### config.mk
export PLATFORM = sky130hd
export DESIGN_NAME = line_pixel_generator
export DESIGN_NICKNAME = d
export VERILOG_FILES = /design/src/rtl/lpg_pkg.sv /design/src/rtl/line_pixel_generator.sv /design/src/rtl/lpg_setup.sv /design/src/rtl/lpg_step.sv
export SDC_FILE = /design/constraint.sdc
export NUM_CORES = 1
export LEC_CHECK = 0
export ABC_AREA = 1
export BUFFER_PORTS_ARGS = -buffer_cell sky130_fd_sc_hd__buf_2
export CAP_MARGIN = 10
export CORE_ASPECT_RATIO = 0.7
export CORE_MARGIN = 8
export CORE_UTILIZATION = 40
export DETAILED_ROUTE_END_ITERATION = 16
export GPL_ROUTABILITY_DRIVEN = 0
export PLACE_DENSITY = 0.55
export SLEW_MARGIN = 20
export SYNTH_ARGS = -nofsm -noshare
export SYNTH_HDL_FRONTEND = slang
export SYNTH_SLANG_ARGS = --single-unit
### constraint.sdc
create_clock -name clock -period 9.1 [get_ports clock]
set_input_delay 0.455 -clock clock [delete_from_list [all_inputs] [get_ports clock]]
set_output_delay 0.455 -clock clock [all_outputs]
set_load 0.005 [all_outputs]
### src/rtl/lpg_pkg.sv
// Shared types and codes for the line pixel generator.
package lpg_pkg;

   typedef enum logic [1:0] {
      MODE_SHALLOW_RIGHT = 2'd0,
      MODE_STEEP_RIGHT   = 2'd1,
      MODE_STEEP_LEFT    = 2'd2,
      MODE_SHALLOW_LEFT  = 2'd3
   } octant_type;

   typedef enum logic {
      FUNC_LOAD = 1'b0,
      FUNC_STEP = 1'b1
   } func_type;

endpackage

### src/rtl/line_pixel_generator.sv
// A step word passes through the input register and then the result register to its pixel.
// One word per cycle unless a stalled pixel holds a step; a step: two compares, a few adds.
// Load words give no pixel; a step while no line is active gives none.
// Result register with stall backpressure; input accepted while a pixel waits if it drains.
// Reset (synchronous) drops any active line and empties both word registers.
module line_pixel_generator
   import lpg_pkg::*;
#(
   parameter int COORD_BITS = 12,
   parameter int COLOR_BITS = 24
) (
   input  logic                         clock,
   input  logic                         reset,
   input  logic                         req_valid,
   output logic                         req_stall,
   input  logic                         req_func,
   input  logic signed [COORD_BITS-1:0] req_x_start,
   input  logic signed [COORD_BITS-1:0] req_y_start,
   input  logic signed [COORD_BITS-1:0] req_x_end,
   input  logic signed [COORD_BITS-1:0] req_y_end,
   input  logic        [COLOR_BITS-1:0] req_line_color,
   output logic                         rsp_valid,
   input  logic                         rsp_stall,
   output logic signed [COORD_BITS-1:0] rsp_pixel_x,
   output logic signed [COORD_BITS-1:0] rsp_pixel_y,
   output logic        [COLOR_BITS-1:0] rsp_pixel_color,
   output logic                         rsp_last_pixel
);

   // input word register
   logic                         in_valid_ff, in_valid_in;
   func_type                     in_func_ff;
   logic signed [COORD_BITS-1:0] in_x0_ff, in_y0_ff, in_x1_ff, in_y1_ff;
   logic        [COLOR_BITS-1:0] in_color_ff;

   // line state
   logic                         busy_ff, busy_in;
   octant_type                   mode_ff;
   logic signed [COORD_BITS-1:0] cur_x_ff, cur_y_ff, stop_ff;
   logic signed [COORD_BITS+3:0] decision_ff;
   logic signed [COORD_BITS+1:0] rise_ff, run_ff;
   logic        [COLOR_BITS-1:0] color_ff;

   // result register
   logic                         out_valid_ff, out_valid_in;
   logic signed [COORD_BITS-1:0] pix_x_ff, pix_y_ff;
   logic        [COLOR_BITS-1:0] pix_color_ff;
   logic                         pix_last_ff;

   octant_type                   su_mode;
   logic signed [COORD_BITS-1:0] su_x, su_y, su_stop;
   logic signed [COORD_BITS+3:0] su_decision;
   logic signed [COORD_BITS+1:0] su_rise, su_run;

   logic                         st_last;
   logic signed [COORD_BITS-1:0] st_x, st_y;
   logic signed [COORD_BITS+3:0] st_decision;

   logic req_take, step_fire, load_fire, advance;

   lpg_setup #(.CoordBits(COORD_BITS)) u_setup (
      .x_start       (in_x0_ff),
      .y_start       (in_y0_ff),
      .x_end         (in_x1_ff),
      .y_end         (in_y1_ff),
      .mode          (su_mode),
      .first_x       (su_x),
      .first_y       (su_y),
      .stop_coord    (su_stop),
      .decision      (su_decision),
      .twice_rise    (su_rise),
      .twice_run_neg (su_run)
   );

   lpg_step #(.CoordBits(COORD_BITS)) u_step (
      .mode          (mode_ff),
      .cur_x         (cur_x_ff),
      .cur_y         (cur_y_ff),
      .stop_coord    (stop_ff),
      .decision      (decision_ff),
      .twice_rise    (rise_ff),
      .twice_run_neg (run_ff),
      .last          (st_last),
      .next_x        (st_x),
      .next_y        (st_y),
      .next_decision (st_decision)
   );

   always_comb begin
      step_fire    = in_valid_ff && in_func_ff == FUNC_STEP && busy_ff;
      advance      = in_valid_ff && (!step_fire || !out_valid_ff || !rsp_stall);
      load_fire    = advance && in_func_ff == FUNC_LOAD;
      req_stall    = in_valid_ff && !advance;
      req_take     = req_valid && !req_stall;
      in_valid_in  = req_take || (in_valid_ff && !advance);
      out_valid_in = (advance && step_fire) || (out_valid_ff && rsp_stall);
      busy_in      = busy_ff;
      if (load_fire) begin
         busy_in = 1'b1;
      end else if (advance && step_fire && st_last) begin
         busy_in = 1'b0;
      end
   end

   always_ff @(posedge clock) begin
      if (reset) begin
         in_valid_ff  <= 1'b0;
         out_valid_ff <= 1'b0;
         busy_ff      <= 1'b0;
      end else begin
         in_valid_ff  <= in_valid_in;
         out_valid_ff <= out_valid_in;
         busy_ff      <= busy_in;
      end
   end

   always_ff @(posedge clock) begin
      if (req_take) begin
         in_func_ff  <= func_type'(req_func);
         in_x0_ff    <= req_x_start;
         in_y0_ff    <= req_y_start;
         in_x1_ff    <= req_x_end;
         in_y1_ff    <= req_y_end;
         in_color_ff <= req_line_color;
      end
      if (load_fire) begin
         mode_ff     <= su_mode;
         cur_x_ff    <= su_x;
         cur_y_ff    <= su_y;
         stop_ff     <= su_stop;
         decision_ff <= su_decision;
         rise_ff     <= su_rise;
         run_ff      <= su_run;
         color_ff    <= in_color_ff;
      end else if (advance && step_fire && !st_last) begin
         cur_x_ff    <= st_x;
         cur_y_ff    <= st_y;
         decision_ff <= st_decision;
      end
      if (advance && step_fire) begin
         pix_x_ff     <= cur_x_ff;
         pix_y_ff     <= cur_y_ff;
         pix_color_ff <= color_ff;
         pix_last_ff  <= st_last;
      end
   end

   assign rsp_valid       = out_valid_ff;
   assign rsp_pixel_x     = pix_x_ff;
   assign rsp_pixel_y     = pix_y_ff;
   assign rsp_pixel_color = pix_color_ff;
   assign rsp_last_pixel  = pix_last_ff;

   a_last_ends_line: assert property (@(posedge clock) disable iff (reset)
      (advance && step_fire && st_last) |=> !busy_ff)
      else $error("line still active after last pixel");

   a_load_starts_line: assert property (@(posedge clock) disable iff (reset)
      load_fire |=> busy_ff)
      else $error("load did not start a line");

   a_result_flags_last: assert property (@(posedge clock) disable iff (reset)
      (advance && step_fire) |=> (rsp_valid && rsp_last_pixel == !busy_ff))
      else $error("last pixel flag disagrees with line state");

   a_shallow_moves_x: assert property (@(posedge clock) disable iff (reset)
      (advance && step_fire && !st_last &&
       (mode_ff == MODE_SHALLOW_RIGHT || mode_ff == MODE_SHALLOW_LEFT))
      |=> cur_x_ff != $past(cur_x_ff))
      else $error("shallow step did not move x");

endmodule

### src/rtl/lpg_setup.sv
// Line setup: octant classification, endpoint swap and decision term init.
module lpg_setup
   import lpg_pkg::*;
#(
   parameter int CoordBits = 12
) (
   input  logic signed [CoordBits-1:0] x_start,
   input  logic signed [CoordBits-1:0] y_start,
   input  logic signed [CoordBits-1:0] x_end,
   input  logic signed [CoordBits-1:0] y_end,
   output octant_type                  mode,
   output logic signed [CoordBits-1:0] first_x,
   output logic signed [CoordBits-1:0] first_y,
   output logic signed [CoordBits-1:0] stop_coord,
   output logic signed [CoordBits+3:0] decision,
   output logic signed [CoordBits+1:0] twice_rise,
   output logic signed [CoordBits+1:0] twice_run_neg
);

   localparam int DiffBits = CoordBits + 1;
   localparam int DecBits  = CoordBits + 4;

   logic signed [DiffBits-1:0] dx, dy, adx, ady, rise, run_neg;
   logic signed [DecBits-1:0]  rise_ext, run_ext;
   logic                       same_sign, opp_sign, swap;
   logic signed [CoordBits-1:0] sx0, sy0, sx1, sy1;

   always_comb begin
      dx = {x_end[CoordBits-1], x_end} - {x_start[CoordBits-1], x_start};
      dy = {y_end[CoordBits-1], y_end} - {y_start[CoordBits-1], y_start};
      adx = dx[DiffBits-1] ? -dx : dx;
      ady = dy[DiffBits-1] ? -dy : dy;
      same_sign = (dx > 0 && dy > 0) || (dx < 0 && dy < 0);
      opp_sign  = (dx > 0 && dy < 0) || (dx < 0 && dy > 0);

      priority if (same_sign && adx >= ady) begin
         mode = MODE_SHALLOW_RIGHT;
         swap = y_end < y_start;
      end else if (same_sign || dx == 0) begin
         mode = MODE_STEEP_RIGHT;
         swap = y_end < y_start;
      end else if (opp_sign && ady >= adx) begin
         mode = MODE_STEEP_LEFT;
         swap = y_end < y_start;
      end else begin
         mode = MODE_SHALLOW_LEFT;
         swap = x_end > x_start;
      end

      sx0 = swap ? x_end : x_start;
      sy0 = swap ? y_end : y_start;
      sx1 = swap ? x_start : x_end;
      sy1 = swap ? y_start : y_end;

      rise    = {sy1[CoordBits-1], sy1} - {sy0[CoordBits-1], sy0};
      run_neg = {sx0[CoordBits-1], sx0} - {sx1[CoordBits-1], sx1};
      twice_rise    = {rise, 1'b0};
      twice_run_neg = {run_neg, 1'b0};
      rise_ext = {{3{rise[DiffBits-1]}}, rise};
      run_ext  = {{3{run_neg[DiffBits-1]}}, run_neg};

      first_x = sx0;
      first_y = sy0;

      unique case (mode)
         MODE_SHALLOW_RIGHT: begin
            decision   = rise_ext + rise_ext + run_ext;
            stop_coord = sx1;
         end
         MODE_STEEP_RIGHT: begin
            decision   = rise_ext + run_ext + run_ext;
            stop_coord = sy1;
         end
         MODE_STEEP_LEFT: begin
            decision   = run_ext + run_ext - rise_ext;
            stop_coord = sy1;
         end
         default: begin
            decision   = run_ext - rise_ext - rise_ext;
            stop_coord = sx1;
         end
      endcase
   end

endmodule

### src/rtl/lpg_step.sv
// One rasterizer step: last-pixel test and next position and decision term.
module lpg_step
   import lpg_pkg::*;
#(
   parameter int CoordBits = 12
) (
   input  octant_type                  mode,
   input  logic signed [CoordBits-1:0] cur_x,
   input  logic signed [CoordBits-1:0] cur_y,
   input  logic signed [CoordBits-1:0] stop_coord,
   input  logic signed [CoordBits+3:0] decision,
   input  logic signed [CoordBits+1:0] twice_rise,
   input  logic signed [CoordBits+1:0] twice_run_neg,
   output logic                        last,
   output logic signed [CoordBits-1:0] next_x,
   output logic signed [CoordBits-1:0] next_y,
   output logic signed [CoordBits+3:0] next_decision
);

   localparam int DecBits = CoordBits + 4;
   localparam logic signed [CoordBits-1:0] One = CoordBits'(1);

   logic signed [DecBits-1:0] tr, tn;
   logic                      pos, neg;

   always_comb begin
      tr  = {{2{twice_rise[CoordBits+1]}}, twice_rise};
      tn  = {{2{twice_run_neg[CoordBits+1]}}, twice_run_neg};
      pos = decision > 0;
      neg = decision < 0;
      next_x = cur_x;
      next_y = cur_y;
      unique case (mode)
         MODE_SHALLOW_RIGHT: begin
            last          = cur_x == stop_coord;
            next_x        = cur_x + One;
            next_y        = pos ? cur_y + One : cur_y;
            next_decision = decision + tr + (pos ? tn : '0);
         end
         MODE_STEEP_RIGHT: begin
            last          = cur_y == stop_coord;
            next_y        = cur_y + One;
            next_x        = neg ? cur_x + One : cur_x;
            next_decision = decision + tn + (neg ? tr : '0);
         end
         MODE_STEEP_LEFT: begin
            last          = cur_y == stop_coord;
            next_y        = cur_y + One;
            next_x        = pos ? cur_x - One : cur_x;
            next_decision = decision + tn - (pos ? tr : '0);
         end
         default: begin
            last          = cur_x == stop_coord;
            next_x        = cur_x - One;
            next_y        = neg ? cur_y + One : cur_y;
            next_decision = decision - tr + (neg ? tn : '0);
         end
      endcase
   end

endmodule

==> results.txt <==
- Switching Fraction: 51.6%
- Setup crit start kind: flop
- XOR/XNOR Fraction of Synth Area: roughly 5.2%
- Global routing consumed, over all layers together, 21.9% of the routing resources.
- Initial detailed-routing violation count: 1,978
- Post-detailed-route DRC marker count: 0
- Largest net degree at the start of global routing: 71
- Final #Nets: 2,855
- The clock arrives with 0.0184 ns of skew.
- Summing over every cut layer, the via total after detailed routing is ~17k.
- The number of failing hold endpoints at the final stage was 0.
- STA puts the critical path data arrival time at about 8.5 ns.
- For this configuration, the core starts out at a cell density of between 40% and 50%.
- Area occupied by multi-input gates: 10,900 µm²
- Die Y: 200 µm
- Flip-flop and latch count after synthesis: around 230
- The flow ran to the end, and the final reports show no timing, DRC or antenna violations.
- Post-synthesis share of cell area spent on full adders, half adders and majority gates: ~15%
- Number of buffers added by the clock tree synthesis step: 27
- The analysis attributes to cell leakage a power of ~10 nW.
* Period Utilization, post-route: 90.0%
- Wire length of the first global-routing pass: 96,100 µm
- The setup path with the least slack is of type reg2reg.
- After detailed placement, the total cell area comes to 20,700 µm².
- FFs w/ async S/R, synth: 0%
- At the end of the flow the core is filled with cells to 45.2%.
- Cell internal pwr: between 3 and 4 mW
- Buffers added on ports: 127
- Slew of the pin with the lowest slew margin: 1.03 ns
- The die covers 56,000 µm².
* Number of ports placed on the die boundary: 128
- The total overflow left after global routing is 0.
* Part of the power in the clock network: 15.8%
* Horizontal die dimension: ~280 µm
- After detailed routing, the number of vias per cell comes to about 5.3.
- First element of the critical path: in_x0_ff[0]
* CTS clock-pin slew for the worst setup and hold paths: 0.07 ns
* Compound-Gate Fraction of Synth Area: 12.0%
- In this run the power density over the cells is 314 nW/µm².
* Post-route standard cell area excluding fillers: 21,700 µm²
* Number of sinks driven by the clock tree: 229
- The number of nets in the synthesized netlist is 2,733.
* Gate count of the mapped netlist: 2,450
- TritonCTS clock tree: yes
- After filler insertion, the fill cell instance count of the layout stands at approximately 4.8k.
- The post-route netlist has 12.4% of its cells at a drive strength greater than 1.
* Max-cap violations: 0
- Relative slew margins: 30.8%
- Across all register-to-register paths, the minimum setup slack is 0.91 ns.
- After Yosys synthesis, and, or, nand and nor cells account for 24.0% of the synthesized area.
- Critical path peak fanout: 23
- After routing, the total negative slack on setup checks comes to 0 ns.
* Combinational share of power: between 60% and 70%
* Slew Viols, Final: 0
- After synthesis, flip-flops and latches occupy a little over a third of the total area.
- Core Box Area: ~48,000 µm²
- Final critical-path required period: 8.19 ns
- In this run the critical register-to-register path is launched from in_x0_ff[0].
- The clock reaches the later pin of the worst-skew pair after about 0.56 ns.
- Most used cell, CP: sky130_fd_sc_hd__nand2_1
- Setup violations remaining at the end of the flow were counted as 0.
- Clk buf depth: 3
- Post-route insts no fill: 3,250
- The slowest stage of the critical path belongs to the cell sky130_fd_sc_hd__fa_1.
- In this run the number of H-tree levels came out at 1.
- Placed Cells: 3,194
- Dividing the detail-routed wire length by the instance count gives between 15 and 20 µm.
- Antenna violation net count after detailed routing: 0
- Dominant register cell in the synthesized netlist: sky130_fd_sc_hd__edfxtp_1
- Max Clock Freq: 122 MHz
- After synthesis, the largest family of logic cells by area is simple AND/OR/NAND/NOR gates.
- For this design, the CTS-stage hold fixing added 0 buffers.
- In this run the core area contains 67 standard-cell rows.
- Area added between synthesis and finish: 11.6%
* Clk Tree Root Cell: sky130_fd_sc_hd__clkbuf_16
- For this run, the detailed router's first-pass iteration total came to 6.
- Synthesis instantiated 64 different standard cells from the library.
- The tightest min-delay check is of the in2reg type.
- For this run, the slowest stage of the critical path takes 0.45 ns.
* Initial antenna violation count: 5
- Flop pwr share: 20.0%
- Switching power total: about 3.5 mW
- The number of global-route vias before repair is 16.1k.
- The worst-case IR drop observed on VDD is 0.138 mV.
- Crit path required time: roughly 9.4 ns
- Multiplexer area fraction after synthesis: 0%
- The final layout contains routed wiring with a total length of between 60,000 and 70,000 µm.
- Startpoint of the worst hold path: req_x_start[4]
- Worst setup EP type: flop
- Detail Placement HPWL: a little over 50,000 µm
- Min Hold Slack: 0.0734 ns
* RSZ-0062 raised after global routing: false
- EDFF count, synth: 226
* Area taken by flip-flops and latches: slightly below 7000 µm²
* Warning count from the yosys run: 0
- Syn Std Cell Area: between 15,000 and 20,000 µm²
- The average instance in the mapped netlist occupies 7.93 µm².
[cell usage after synthesis (5+ instances only)]
cell type                    n  area [µm²]
sky130_fd_sc_hd__nand2_4    11         124
sky130_fd_sc_hd__and2_1      5        31.3
sky130_fd_sc_hd__clkbuf_1   27         101
sky130_fd_sc_hd__nand2_2    40         250
sky130_fd_sc_hd__a21oi_1   148         741
sky130_fd_sc_hd__xnor2_1    24         210
sky130_fd_sc_hd__nor2_2     12        75.1
sky130_fd_sc_hd__inv_1     338        1270
sky130_fd_sc_hd__o211ai_1   18         135
sky130_fd_sc_hd__nor4_1     10        62.6
sky130_fd_sc_hd__xor2_1     85         744
sky130_fd_sc_hd__buf_4      15         113
sky130_fd_sc_hd__a31oi_1     8        50.1
sky130_fd_sc_hd__o21ai_0   147         736
sky130_fd_sc_hd__buf_6       5        56.3
sky130_fd_sc_hd__nand3_1   139         696
sky130_fd_sc_hd__nand2_1   609        2290
sky130_fd_sc_hd__o21bai_1   19         143
sky130_fd_sc_hd__nand3_2     6        60.1
sky130_fd_sc_hd__o31ai_1     8        60.1
sky130_fd_sc_hd__nand4_1    27         169
sky130_fd_sc_hd__ha_1      169        2110
sky130_fd_sc_hd__nor2_1    172         646
sky130_fd_sc_hd__buf_2       6        30.0
sky130_fd_sc_hd__nor3_1     24         120
sky130_fd_sc_hd__edfxtp_1  226        6790
sky130_fd_sc_hd__inv_2      30         113
sky130_fd_sc_hd__clkinv_1    5        18.8
sky130_fd_sc_hd__o21ai_1     5        25.0
sky130_fd_sc_hd__o221ai_1    9        78.8
sky130_fd_sc_hd__fa_1       37         741
[sequential cells by signal, summed over array words and instances, names as in the netlist, 2 cells and up]
name             flops
decision_ff         16
cur_y_ff            12
in_y1_ff            12
stop_ff             12
rise_ff             13
in_color_ff         24
rsp_pixel_x         12
rsp_pixel_color     24
mode_ff              2
rsp_pixel_y         12
color_ff            24
run_ff              13
in_x0_ff            12
in_y0_ff            12
in_x1_ff            12
cur_x_ff            12
[worst paths after layout]
kind | to | depth (start not counted)
worst max-delay path | decision_ff[15] | 57
worst min-delay path | in_x0_ff[4] | 1
worst max register to register | decision_ff[15] | 57
worst min register to register | color_ff[3] | 0
[logic make-up (layout without fill, tap and decap cells)]
logic type | Yosys count | in the layout
AO/OA/AOI/OAI | 403 | 403
AND/OR/NAND/NOR | 1070 | 1070
other | 0 | 2
adder cells (fa/ha/maj) | 206 | 206
flip-flops | 229 | 229
buffers and inverters | 430 | 573
XOR/XNOR | 112 | 112
[power groups by stage]
stage | clock [mW] | combinational, mW | sequential (mW)
floorplan | 0 | 3.02 | 1.35
global placement | 0 | 4.16 | 1.38
detailed placement | 0 | 4.20 | 1.38
CTS | 1.10 | 4.23 | 1.36
global route | 1.14 | 4.85 | 1.37
finish | 1.07 | 4.37 | 1.36
[layout by cell type, fill, tap and decap left out, types with 4 or more instances in the layout]
master and count:
sky130_fd_sc_hd__o221ai_1 9, sky130_fd_sc_hd__nand2_2 40, sky130_fd_sc_hd__nand3_1 139, sky130_fd_sc_hd__clkinvlp_4 6
sky130_fd_sc_hd__o31ai_1 7, sky130_fd_sc_hd__nand3_2 6, sky130_fd_sc_hd__o21ai_1 5, sky130_fd_sc_hd__and2_1 5
sky130_fd_sc_hd__edfxtp_1 226, sky130_fd_sc_hd__buf_2 127, sky130_fd_sc_hd__inv_2 30, sky130_fd_sc_hd__nor2_2 12
sky130_fd_sc_hd__nor2_1 170, sky130_fd_sc_hd__nor2_4 6, sky130_fd_sc_hd__xor2_2 4, sky130_fd_sc_hd__o21bai_1 19
sky130_fd_sc_hd__buf_4 21, sky130_fd_sc_hd__nor4_1 10, sky130_fd_sc_hd__o22ai_1 4, sky130_fd_sc_hd__a211oi_1 4
sky130_fd_sc_hd__clkinv_1 9, sky130_fd_sc_hd__nand2_1 609, sky130_fd_sc_hd__nand4_1 27, sky130_fd_sc_hd__nand3b_1 4
sky130_fd_sc_hd__a31oi_1 8, sky130_fd_sc_hd__ha_1 168, sky130_fd_sc_hd__nor3_1 24, sky130_fd_sc_hd__a21oi_1 147
sky130_fd_sc_hd__clkbuf_16 27, sky130_fd_sc_hd__o21ai_0 147, sky130_fd_sc_hd__o2111ai_1 4, sky130_fd_sc_hd__fa_1 36
sky130_fd_sc_hd__inv_1 338, sky130_fd_sc_hd__nand2_4 10, sky130_fd_sc_hd__xnor2_1 24, sky130_fd_sc_hd__o211ai_1 18
sky130_fd_sc_hd__xor2_1 83
[area by class of cell]
class / count / share of cell area, %
Sequential cell: 229 / 31.6
Inverter: 374 / 6.48
Clock inverter: 21 / 0.888
Antenna cell: 2 / 0.0231
Timing Repair Buffer: 149 / 3.71
Multi-Input combinational cell: 1791 / 50.4
Tap cell: 655 / 3.78
Clock buffer: 29 / 3.15
[per-layer routing]
layer,routed length (µm),GRT usage (%)
met5,13,0
met4,1510,4.92
met3,6710,6.05
met2,24600,30.0
met1,30500,33.4
[repair_timing]
item / in CTS / in global routing
setup buffers: 0 / 4
endpoints found under the setup margin: 0 / 5
resized for setup: 0 / 7
[worst max-delay path, delay by kind of cell (launching register included)]
kind | cells | cell delay [ns]
and+or+nand+nor | 34 | 3.38
adders and majority gates | 5 | 1.51
AOI/OAI and AO/OA | 11 | 1.50
buffers and inverters | 5 | 0.58
DFF | 1 | 0.41
xor gates and xnor gates | 2 | 0.51
[metrics by stage]
stage	total power, mW	setup WS, ns
floorplan	4.38	2.27
global placement	5.53	0.844
detailed placement	5.58	0.799
CTS	6.68	0.762
global route	7.35	0.0269
finish	6.80	0.907
No activity file was read; power rests on OpenSTA's default activity.
